[src/sv/bmp_rle_pkg.sv]
`timescale 1ns / 1ps
// ---------------------------------------------------------------------------
// bmp_rle_pkg
// Shared types, constants and helpers for the BMP pixel data decoder.
// ---------------------------------------------------------------------------
package bmp_rle_pkg;

  localparam int MAX_DIMENSION = 4096;
  localparam int DIM_W         = 13;
  localparam int POS_MAX       = 8191;
  localparam int QUEUE_DEPTH   = 4;
  localparam int QPTR_W        = (QUEUE_DEPTH > 1) ? $clog2(QUEUE_DEPTH) : 1;
  localparam int QCNT_W        = $clog2(QUEUE_DEPTH + 1);

  // rle escape codes
  localparam logic [7:0] ESC_EOL   = 8'h00;
  localparam logic [7:0] ESC_EOP   = 8'h01;
  localparam logic [7:0] ESC_DELTA = 8'h02;

  typedef enum logic [1:0] {
    ST_RUN   = 2'd0,
    ST_DONE  = 2'd1,
    ST_TRUNC = 2'd2,
    ST_OOB   = 2'd3
  } status_t;

  typedef enum logic [1:0] {
    REG_WIDTH      = 2'd0,
    REG_HEIGHT     = 2'd1,
    REG_DEPTH      = 2'd2,
    REG_COMPRESSED = 2'd3
  } reg_index_t;

  typedef struct packed {
    logic [DIM_W-1:0] width;
    logic [DIM_W-1:0] height;
    logic             depth8;
    logic             compressed;
  } cfg_t;

  typedef struct packed {
    status_t          kind;
    logic [DIM_W-1:0] row;
    logic [DIM_W-1:0] col;
    logic [7:0]       len;
    logic [7:0]       first;
    logic [7:0]       second;
  } desc_t;

  function automatic logic [DIM_W-1:0] clamp_dim(input logic [DIM_W-1:0] v);
    logic [DIM_W-1:0] r;
    if (v == '0) begin
      r = DIM_W'(1);
    end else if (v > DIM_W'(MAX_DIMENSION)) begin
      r = DIM_W'(MAX_DIMENSION);
    end else begin
      r = v;
    end
    return r;
  endfunction

endpackage

[src/sv/bmp_rle_front.sv]
`timescale 1ns / 1ps
// ---------------------------------------------------------------------------
// bmp_rle_front
// Byte parser: tracks parse phase and pixel position, emits run and status descriptors.
// ---------------------------------------------------------------------------
module bmp_rle_front (
  input  logic                  clk,
  input  logic                  rst,
  input  bmp_rle_pkg::cfg_t     cfg,
  input  logic                  in_valid,
  output logic                  in_ready,
  input  logic [7:0]            data_byte,
  input  logic                  end_of_data,
  input  logic                  q_full,
  output logic                  push,
  output bmp_rle_pkg::desc_t    push_data
);
  import bmp_rle_pkg::*;

  typedef enum logic [2:0] {
    PH_COUNT,
    PH_VALUE,
    PH_ESCAPE,
    PH_DELTA_X,
    PH_DELTA_Y,
    PH_ABS,
    PH_PAD
  } phase_t;

  function automatic logic [DIM_W-1:0] sat_add(input logic [DIM_W-1:0] a,
                                               input logic [DIM_W-1:0] b);
    logic [DIM_W:0] s;
    s = {1'b0, a} + {1'b0, b};
    return (s > (DIM_W+1)'(POS_MAX)) ? DIM_W'(POS_MAX) : s[DIM_W-1:0];
  endfunction

  phase_t           phase, phase_next;
  logic [DIM_W-1:0] column, column_next;
  logic [DIM_W-1:0] row, row_next;
  logic [7:0]       run_remaining, run_remaining_next;
  logic [11:0]      row_byte_count, row_byte_count_next;
  logic             pad_pending, pad_pending_next;
  logic             picture_done, picture_done_next;

  logic             accept;
  logic [DIM_W-1:0] wp3, wp7, rowbytes;
  logic [DIM_W-1:0] b13, c13, b_inc, row_inc, row_delta, col_tmp;
  logic [11:0]      b_new;
  logic [7:0]       hi, lo, abs_len;

  assign in_ready = !q_full;
  assign accept   = in_valid && in_ready;

  always_comb begin
    wp3      = cfg.width + DIM_W'(3);
    wp7      = cfg.width + DIM_W'(7);
    rowbytes = cfg.depth8 ? {wp3[DIM_W-1:2], 2'b00} : {1'b0, wp7[DIM_W-1:3], 2'b00};
    b13      = {1'b0, row_byte_count};
    c13      = {row_byte_count, 1'b0};
    b_inc    = b13 + DIM_W'(1);
    row_inc  = sat_add(row, DIM_W'(1));
    row_delta = sat_add(row, {5'b0, data_byte});
    hi       = cfg.depth8 ? data_byte : {4'b0, data_byte[7:4]};
    lo       = cfg.depth8 ? data_byte : {4'b0, data_byte[3:0]};
    if (cfg.depth8) begin
      abs_len = 8'd1;
    end else begin
      abs_len = (run_remaining >= 8'd2) ? 8'd2 : 8'd1;
    end
    if (abs_len > run_remaining) begin
      abs_len = run_remaining;
    end
    b_new   = '0;
    col_tmp = '0;

    phase_next          = phase;
    column_next         = column;
    row_next            = row;
    run_remaining_next  = run_remaining;
    row_byte_count_next = row_byte_count;
    pad_pending_next    = pad_pending;
    picture_done_next   = picture_done;
    push                = 1'b0;
    push_data           = '0;
    push_data.row       = row;

    if (accept) begin
      if (end_of_data) begin
        push                = 1'b1;
        push_data.kind      = picture_done ? ST_DONE : ST_TRUNC;
        phase_next          = PH_COUNT;
        column_next         = '0;
        row_next            = '0;
        run_remaining_next  = '0;
        row_byte_count_next = '0;
        pad_pending_next    = 1'b0;
        picture_done_next   = 1'b0;
      end else if (!picture_done) begin
        if (!cfg.compressed) begin
          // uncompressed padded rows
          if (cfg.depth8) begin
            if (b13 < cfg.width) begin
              push             = 1'b1;
              push_data.kind   = ST_RUN;
              push_data.col    = b13;
              push_data.len    = 8'd1;
              push_data.first  = data_byte;
              push_data.second = data_byte;
            end
          end else if (c13 < cfg.width) begin
            push             = 1'b1;
            push_data.kind   = ST_RUN;
            push_data.col    = c13;
            push_data.len    = ((c13 + DIM_W'(1)) < cfg.width) ? 8'd2 : 8'd1;
            push_data.first  = {4'b0, data_byte[7:4]};
            push_data.second = {4'b0, data_byte[3:0]};
          end
          if (b_inc >= rowbytes) begin
            b_new    = '0;
            row_next = row_inc;
            if (row_inc >= cfg.height) begin
              picture_done_next = 1'b1;
            end
          end else begin
            b_new = b_inc[11:0];
          end
          row_byte_count_next = b_new;
          column_next = cfg.depth8 ? {1'b0, b_new} : {b_new, 1'b0};
        end else begin
          case (phase)
            PH_COUNT: begin
              if (data_byte != ESC_EOL) begin
                run_remaining_next = data_byte;
                phase_next         = PH_VALUE;
              end else begin
                phase_next = PH_ESCAPE;
              end
            end
            PH_VALUE: begin
              push               = 1'b1;
              push_data.kind     = ST_RUN;
              push_data.col      = column;
              push_data.len      = run_remaining;
              push_data.first    = hi;
              push_data.second   = lo;
              column_next        = sat_add(column, {5'b0, run_remaining});
              run_remaining_next = '0;
              phase_next         = PH_COUNT;
            end
            PH_ESCAPE: begin
              phase_next = PH_COUNT;
              if (data_byte == ESC_EOL) begin
                column_next = '0;
                row_next    = row_inc;
                if (row_inc >= cfg.height) begin
                  picture_done_next = 1'b1;
                  push              = 1'b1;
                  push_data.kind    = ST_DONE;
                end
              end else if (data_byte == ESC_EOP) begin
                picture_done_next = 1'b1;
                push              = 1'b1;
                push_data.kind    = ST_DONE;
              end else if (data_byte == ESC_DELTA) begin
                phase_next = PH_DELTA_X;
              end else begin
                run_remaining_next = data_byte;
                if (cfg.depth8) begin
                  pad_pending_next = data_byte[0];
                end else begin
                  pad_pending_next = (data_byte[1:0] == 2'd1) || (data_byte[1:0] == 2'd2);
                end
                phase_next = PH_ABS;
              end
            end
            PH_DELTA_X: begin
              column_next = sat_add(column, {5'b0, data_byte});
              phase_next  = PH_DELTA_Y;
            end
            PH_DELTA_Y: begin
              row_next   = row_delta;
              phase_next = PH_COUNT;
              if (row_delta >= cfg.height) begin
                picture_done_next = 1'b1;
                push              = 1'b1;
                push_data.kind    = ST_DONE;
              end
            end
            PH_ABS: begin
              push               = 1'b1;
              push_data.kind     = ST_RUN;
              push_data.col      = column;
              push_data.len      = abs_len;
              push_data.first    = hi;
              push_data.second   = lo;
              col_tmp            = sat_add(column, {5'b0, abs_len});
              column_next        = col_tmp;
              run_remaining_next = run_remaining - abs_len;
              if (run_remaining == abs_len) begin
                phase_next       = pad_pending ? PH_PAD : PH_COUNT;
                pad_pending_next = 1'b0;
              end
            end
            default: begin
              phase_next = PH_COUNT;
            end
          endcase
        end
      end
    end
  end

  always_ff @(posedge clk) begin
    if (rst) begin
      phase          <= PH_COUNT;
      column         <= '0;
      row            <= '0;
      run_remaining  <= '0;
      row_byte_count <= '0;
      pad_pending    <= 1'b0;
      picture_done   <= 1'b0;
    end else begin
      phase          <= phase_next;
      column         <= column_next;
      row            <= row_next;
      run_remaining  <= run_remaining_next;
      row_byte_count <= row_byte_count_next;
      pad_pending    <= pad_pending_next;
      picture_done   <= picture_done_next;
    end
  end

endmodule

[src/sv/bmp_rle_queue.sv]
`timescale 1ns / 1ps
// ---------------------------------------------------------------------------
// bmp_rle_queue
// Small descriptor queue between the parser and the address stage.
// ---------------------------------------------------------------------------
module bmp_rle_queue (
  input  logic               clk,
  input  logic               rst,
  input  logic               push,
  input  bmp_rle_pkg::desc_t push_data,
  output logic               full,
  input  logic               pop,
  output bmp_rle_pkg::desc_t pop_data,
  output logic               empty
);
  import bmp_rle_pkg::*;

  desc_t             entries [QUEUE_DEPTH];
  logic [QPTR_W-1:0] wr_ptr, rd_ptr;
  logic [QCNT_W-1:0] count;
  logic              do_push, do_pop;

  assign full     = (count == QCNT_W'(QUEUE_DEPTH));
  assign empty    = (count == '0);
  assign do_push  = push && !full;
  assign do_pop   = pop && !empty;
  assign pop_data = entries[rd_ptr];

  always_ff @(posedge clk) begin
    if (do_push) begin
      entries[wr_ptr] <= push_data;
    end
  end

  always_ff @(posedge clk) begin
    if (rst) begin
      wr_ptr <= '0;
      rd_ptr <= '0;
      count  <= '0;
    end else begin
      if (do_push) begin
        wr_ptr <= (wr_ptr == QPTR_W'(QUEUE_DEPTH - 1)) ? '0 : wr_ptr + QPTR_W'(1);
      end
      if (do_pop) begin
        rd_ptr <= (rd_ptr == QPTR_W'(QUEUE_DEPTH - 1)) ? '0 : rd_ptr + QPTR_W'(1);
      end
      case ({do_push, do_pop})
        2'b10:   count <= count + QCNT_W'(1);
        2'b01:   count <= count - QCNT_W'(1);
        default: count <= count;
      endcase
    end
  end

endmodule

[src/sv/bmp_rle_back.sv]
`timescale 1ns / 1ps
// ---------------------------------------------------------------------------
// bmp_rle_back
// Address stage: row offset multiply, then bounds check into output register.
// ---------------------------------------------------------------------------
module bmp_rle_back (
  input  logic               clk,
  input  logic               rst,
  input  bmp_rle_pkg::cfg_t  cfg,
  input  logic               q_empty,
  input  bmp_rle_pkg::desc_t q_data,
  output logic               q_pop,
  output logic               out_valid,
  input  logic               out_ready,
  output logic [23:0]        start_address,
  output logic [7:0]         run_length,
  output logic [7:0]         first_value,
  output logic [7:0]         second_value,
  output logic [1:0]         status
);
  import bmp_rle_pkg::*;

  logic             s1_valid, s1_load, s2_load;
  desc_t            s1_desc;
  logic             s1_row_oob;
  logic [23:0]      s1_prod;
  logic [24:0]      area;

  logic             row_oob;
  logic [DIM_W-1:0] span;
  logic [24:0]      prod_full, area_full, addr_sum, end_sum;

  assign s2_load = !out_valid || out_ready;
  assign s1_load = !s1_valid || s2_load;
  assign q_pop   = s1_load && !q_empty;

  always_comb begin
    row_oob   = (q_data.row >= cfg.height);
    span      = cfg.height - DIM_W'(1) - q_data.row;
    prod_full = {13'b0, span[11:0]} * {12'b0, cfg.width};
    area_full = {12'b0, cfg.width} * {12'b0, cfg.height};
    addr_sum  = {1'b0, s1_prod} + {12'b0, s1_desc.col};
    end_sum   = addr_sum + {17'b0, s1_desc.len};
  end

  always_ff @(posedge clk) begin
    area <= area_full;
    if (s1_load) begin
      s1_desc    <= q_data;
      s1_row_oob <= row_oob;
      s1_prod    <= prod_full[23:0];
    end
    if (s2_load) begin
      if (s1_desc.kind != ST_RUN) begin
        start_address <= '0;
        run_length    <= '0;
        first_value   <= '0;
        second_value  <= '0;
        status        <= s1_desc.kind;
      end else begin
        run_length   <= s1_desc.len;
        first_value  <= s1_desc.first;
        second_value <= s1_desc.second;
        if (s1_row_oob) begin
          start_address <= '0;
          status        <= ST_OOB;
        end else begin
          start_address <= addr_sum[23:0];
          status        <= (end_sum > area) ? ST_OOB : ST_RUN;
        end
      end
    end
  end

  always_ff @(posedge clk) begin
    if (rst) begin
      s1_valid  <= 1'b0;
      out_valid <= 1'b0;
    end else begin
      if (s1_load) begin
        s1_valid <= !q_empty;
      end
      if (s2_load) begin
        out_valid <= s1_valid;
      end
    end
  end

endmodule

[src/sv/bmp_rle_pixel_decoder.sv]
`timescale 1ns / 1ps
// ---------------------------------------------------------------------------
// bmp_rle_pixel_decoder
// BMP pixel data decoder (RLE8, RLE4 and uncompressed 4/8 bpp) to pixel runs.
// ---------------------------------------------------------------------------
// Takes one pixel data byte per clock and produces at most one run
// descriptor per byte. The parser updates its phase and position as each
// byte is accepted, so a new byte is accepted every cycle while the 4-entry
// descriptor queue has room. A descriptor is written into the queue, then
// passes the row offset multiplier into the stage-one register and the address
// add and bounds compare into the output register; output back-pressure can
// stall it. Configuration writes are taken every cycle and apply to the next
// byte; write them only while no transaction is outstanding.
// ---------------------------------------------------------------------------
module bmp_rle_pixel_decoder (
  input  logic        clk,
  input  logic        rst,
  input  logic        cfg_valid,
  output logic        cfg_ready,
  input  logic [1:0]  cfg_index,
  input  logic [12:0] cfg_data,
  input  logic        in_valid,
  output logic        in_ready,
  input  logic [7:0]  data_byte,
  input  logic        end_of_data,
  output logic        out_valid,
  input  logic        out_ready,
  output logic [23:0] start_address,
  output logic [7:0]  run_length,
  output logic [7:0]  first_value,
  output logic [7:0]  second_value,
  output logic [1:0]  status
);
  import bmp_rle_pkg::*;

  logic [DIM_W-1:0] image_width, image_height;
  logic             pixel_depth, compressed;
  cfg_t             cfg;

  logic             q_push, q_full, q_pop, q_empty;
  desc_t            q_push_data, q_pop_data;

  assign cfg_ready = 1'b1;

  always_ff @(posedge clk) begin
    if (rst) begin
      image_width  <= DIM_W'(1);
      image_height <= DIM_W'(1);
      pixel_depth  <= 1'b1;
      compressed   <= 1'b0;
    end else if (cfg_valid && cfg_ready) begin
      case (cfg_index)
        REG_WIDTH:      image_width  <= cfg_data;
        REG_HEIGHT:     image_height <= cfg_data;
        REG_DEPTH:      pixel_depth  <= cfg_data[0];
        REG_COMPRESSED: compressed   <= cfg_data[0];
        default:        image_width  <= image_width;
      endcase
    end
  end

  always_comb begin
    cfg.width      = clamp_dim(image_width);
    cfg.height     = clamp_dim(image_height);
    cfg.depth8     = pixel_depth;
    cfg.compressed = compressed;
  end

  bmp_rle_front u_front (
    .clk         (clk),
    .rst         (rst),
    .cfg         (cfg),
    .in_valid    (in_valid),
    .in_ready    (in_ready),
    .data_byte   (data_byte),
    .end_of_data (end_of_data),
    .q_full      (q_full),
    .push        (q_push),
    .push_data   (q_push_data)
  );

  bmp_rle_queue u_queue (
    .clk       (clk),
    .rst       (rst),
    .push      (q_push),
    .push_data (q_push_data),
    .full      (q_full),
    .pop       (q_pop),
    .pop_data  (q_pop_data),
    .empty     (q_empty)
  );

  bmp_rle_back u_back (
    .clk           (clk),
    .rst           (rst),
    .cfg           (cfg),
    .q_empty       (q_empty),
    .q_data        (q_pop_data),
    .q_pop         (q_pop),
    .out_valid     (out_valid),
    .out_ready     (out_ready),
    .start_address (start_address),
    .run_length    (run_length),
    .first_value   (first_value),
    .second_value  (second_value),
    .status        (status)
  );

endmodule

[config.mk]
export PLATFORM = sky130hd
export DESIGN_NAME = bmp_rle_pixel_decoder
export DESIGN_NICKNAME = d
export VERILOG_FILES = /design/src/sv/bmp_rle_pkg.sv /design/src/sv/bmp_rle_front.sv /design/src/sv/bmp_rle_queue.sv /design/src/sv/bmp_rle_back.sv /design/src/sv/bmp_rle_pixel_decoder.sv
export SDC_FILE = /design/constraint.sdc
export NUM_CORES = 2
export LEC_CHECK = 0
export BUFFER_PORTS_ARGS = -buffer_cell sky130_fd_sc_hd__buf_2
export CORE_MARGIN = 2
export CORE_UTILIZATION = 58
export DETAILED_ROUTE_END_ITERATION = 16
export GPL_ROUTABILITY_DRIVEN = 0
export PLACE_DENSITY = 0.78
export RECOVER_POWER = 100
export SYNTH_ARGS = -nofsm -noshare
export SYNTH_HDL_FRONTEND = slang
export SYNTH_SLANG_ARGS = --single-unit
export TNS_END_PERCENT = 100
[constraint.sdc]
create_clock -name clk -period 9 [get_ports clk]
set_input_delay 2.25 -clock clk [delete_from_list [all_inputs] [get_ports clk]]
set_output_delay 2.25 -clock clk [all_outputs]
set_load 0.1 [all_outputs]
==> results.toml <==
[outcome]
status = "complete, but fails checks"
failed_checks = "capacitance limit, slew limit"

[clocking]
path_clk_slew_ns = 0.07
clock_path_buffers = 3
ctsRootBufferMaster = "clkbuf_16"
cts_setup_buffers = 0
cts_made_buffers = 45
cts_tree = "yes"
clk_latency_ns = 0.60
clock_sinks = 413
cts_max_level = 2

[placed_design]
portBuffers = 80
dp_hpwl_mm = 61.9
dp.cells = 4107

[power]
p_leak_uw = 0.0155
power_uw = 10100
ir_drop_mv = 0.328
p_per_area_nw_per_um2 = 282

[die]
start_util_pct = 58.7
die-area_um2 = 59100
die_h_um = 243
io_pins = 82
coreArea_um2 = 56500
die_x_um = 243
rows = 87

[global_route]
grt_pass1_wl_mm = 132
grt-ovfl-total = 0
grt_max_degree = 61
antenna_found_initial = 3
grt_pass1_vias = 24057
track_usage_pct = 28.4

[final_layout]
area_growth_pct = 8.05
layout.cells.most_common = "inv_1"
nNetsFinal = 3967
fill_cells = 4497
layout-drive-gt1-share_pct = 6.99
final_cell_mix = "inv_1 (398), nor2_1 (345), nand2_1 (334), ha_1 (302), edfxtp_1 (298)"
fin_cells = 4191
n_antenna_cell = 0

[sta]
clock-skew-final_ns = 0.0464
min_period_ns = 8.62
tns_ns = 0
setup_violations = 0
relSlewSlack_pct = -148
fmaxAchievable_mhz = 116
grt_setup_unrepaired = "false"
drv_slew = 241
post-route-period-util_pct = 95.8
worstMarginPinSlew_ns = 3.72
hold_violations = 0

[flow_run]
cap_violations = 6

[logic_synthesis]
ys_seq_area_share_pct = 33.9
ys_async_sr_fraction_pct = 0
yosysWarnings = 0
syn_area_um2 = 33200
synth_area_per_cell_um2 = 9.89
synthDistinctLibCells = 92
ys.flop_type = "edfxtp_1"
synthCells = 3355
ys_ff_latch = 413
synth-edff-count = 298

[routing]
num_vias = 24916
drtAntennaViolNets = 0
wire_per_inst_um = 20.0
drt_first_iter_violations = 2548
vias_per_cell = 5.95
drc = 0
routed_wl_mm = 83.9
drt_pre_antenna_iters = 6

[worst_setup_path]
start_kind = "flip-flop"
path_class = "flip-flop to flip-flop"
worstPathRequired_ns = 9.43
arrival_ns = 9.06
critPathCaptureType = "flip-flop"
crit_fanout = 23

[min_path]
holdCritPathClass = "flip-flop to flip-flop"
## where the power goes
group / internal, uW / switching [uW] / leakage [uW]
Clock: 1130 / 814 / 0.000752
Combinational: 1950 / 3430 / 0.0108
Sequential: 2560 / 228 / 0.00395
## routing by layer
metal | global-route usage [%] | part of all wire, %
met2 | 45.6 | 46
met1 | 39.6 | 42
met3 | 5.17 | 9.5
met4 | 7.87 | 2.7
met5 | 0 | 0.029
## synthesized netlist by cell type, types with 11 or more instances
cell,count,area (um^2)
o21ai_0,99,495
nor2b_1,47,294
nor2_1,345,1290
fa_1,238,4760
dfxtp_1,115,2300
a22oi_1,15,113
nand2b_1,38,238
mux4_2,48,1080
a21oi_1,187,936
inv_1,399,1500
xnor2_1,115,1010
nor4_1,16,100
nand2_1,335,1260
and2_1,73,457
xor2_1,46,403
nand4_1,21,131
a211oi_1,22,165
a31oi_1,14,87.6
o22ai_1,11,68.8
and3_1,23,144
nor3_1,63,315
edfxtp_1,298,8950
or2_2,15,93.8
o21a_1,25,188
a21o_1,41,308
buf_1,19,71.3
ha_1,302,3780
or3_1,18,113
mux2i_1,33,330
nand3_1,44,220
clkbuf_1,116,435
## through the flow
stage / area (um^2) / util, % / hold slack [ns] / worst slack [ns]
2_1_floorplan: 33200 / - / 0.432 / 0.366
3_3_place_gp: 34400 / 60.9 / 0.457 / 0.385
3_5_place_dp: 34400 / 60.9 / 0.457 / 0.156
4_1_cts: 36000 / 63.7 / 0.468 / 0.0765
5_1_grt: 35900 / 63.5 / 0.499 / 0.0386
6_report: 35900 / 63.5 / 0.474 / 0.377
## logic make-up after synthesis
group / count (synthesis) / synth area share, %
AOI/OAI and AO/OA: 531 / 10.4
adders and majority gates: 540 / 25.7
muxes: 86 / 4.42
and+or+nand+nor: 1070 / 14.9
other: 2 / 0.0226
buffers and inverters: 552 / 6.35
DFF: 413 / 33.9
xor gates and xnor gates: 161 / 4.25
## sequential cells by signal, summed over array words and instances, names as in the netlist, 2 cells and up, named ones only
register / cells
u_back.second_value: 8
u_front.run_remaining: 8
u_front.row: 13
u_back.s1_desc: 35
u_queue.rd_ptr: 2
u_back.start_address: 24
u_front.column: 13
u_front.row_byte_count: 12
u_back.area: 25
image_width: 13
u_queue.count: 3
u_back.first_value: 4
u_queue.wr_ptr: 2
u_back.status: 2
u_back.s1_prod: 24
u_front.phase: 3
u_queue.entries: 192
u_back.run_length: 8
image_height: 13
## critical path, cell delays in order, from the launching register on
cell,delay (ns)
dfxtp_1,0.44
clkbuf_1,0.59
nor2b_1,0.26
clkbuf_1,0.94
inv_1,0.74
nor2_1,0.29
fa_1,0.46
fa_1,0.47
fa_1,0.58
inv_1,0.07
fa_1,0.53
inv_1,0.05
fa_1,0.48
ha_1,0.44
and4b_1,0.29
a221oi_4,0.38
o2111ai_1,0.19
a31oi_1,0.31
o21bai_1,0.10
a21oi_1,0.23
a21oi_1,0.12
xnor2_1,0.51
## final cells by class
| class | instances | area [um^2] | share of cell area, % |
|---|---|---|---|
| Multi-Input combinational cell | 2395 | 19800 | 55.3 |
| Clock buffer | 60 | 1260 | 3.52 |
| Clock inverter | 24 | 319 | 0.890 |
| Timing Repair Buffer | 140 | 734 | 2.05 |
| Sequential cell | 413 | 11300 | 31.4 |
| Inverter | 403 | 1510 | 4.22 |
| Tap cell | 756 | 946 | 2.64 |
## repair_timing
item / in CTS / in global routing
resized for setup: 0 / 6
endpoints found under the hold margin: 0 / 0
hold buffers: 0 / 0
setup endpoints to repair: 0 / 5
## path summary, 6_finish.rpt
check             startpoint         endpoint  slack (ns)  cells after the start
max          image_width[12]  u_back.area[24]        0.38                     21
min          image_height[3]  image_height[3]        0.47                      2
max reg2reg  image_width[12]  u_back.area[24]        0.38                     21
min reg2reg  image_height[3]  image_height[3]        0.47                      2
Power figures use the tool's default switching activity.
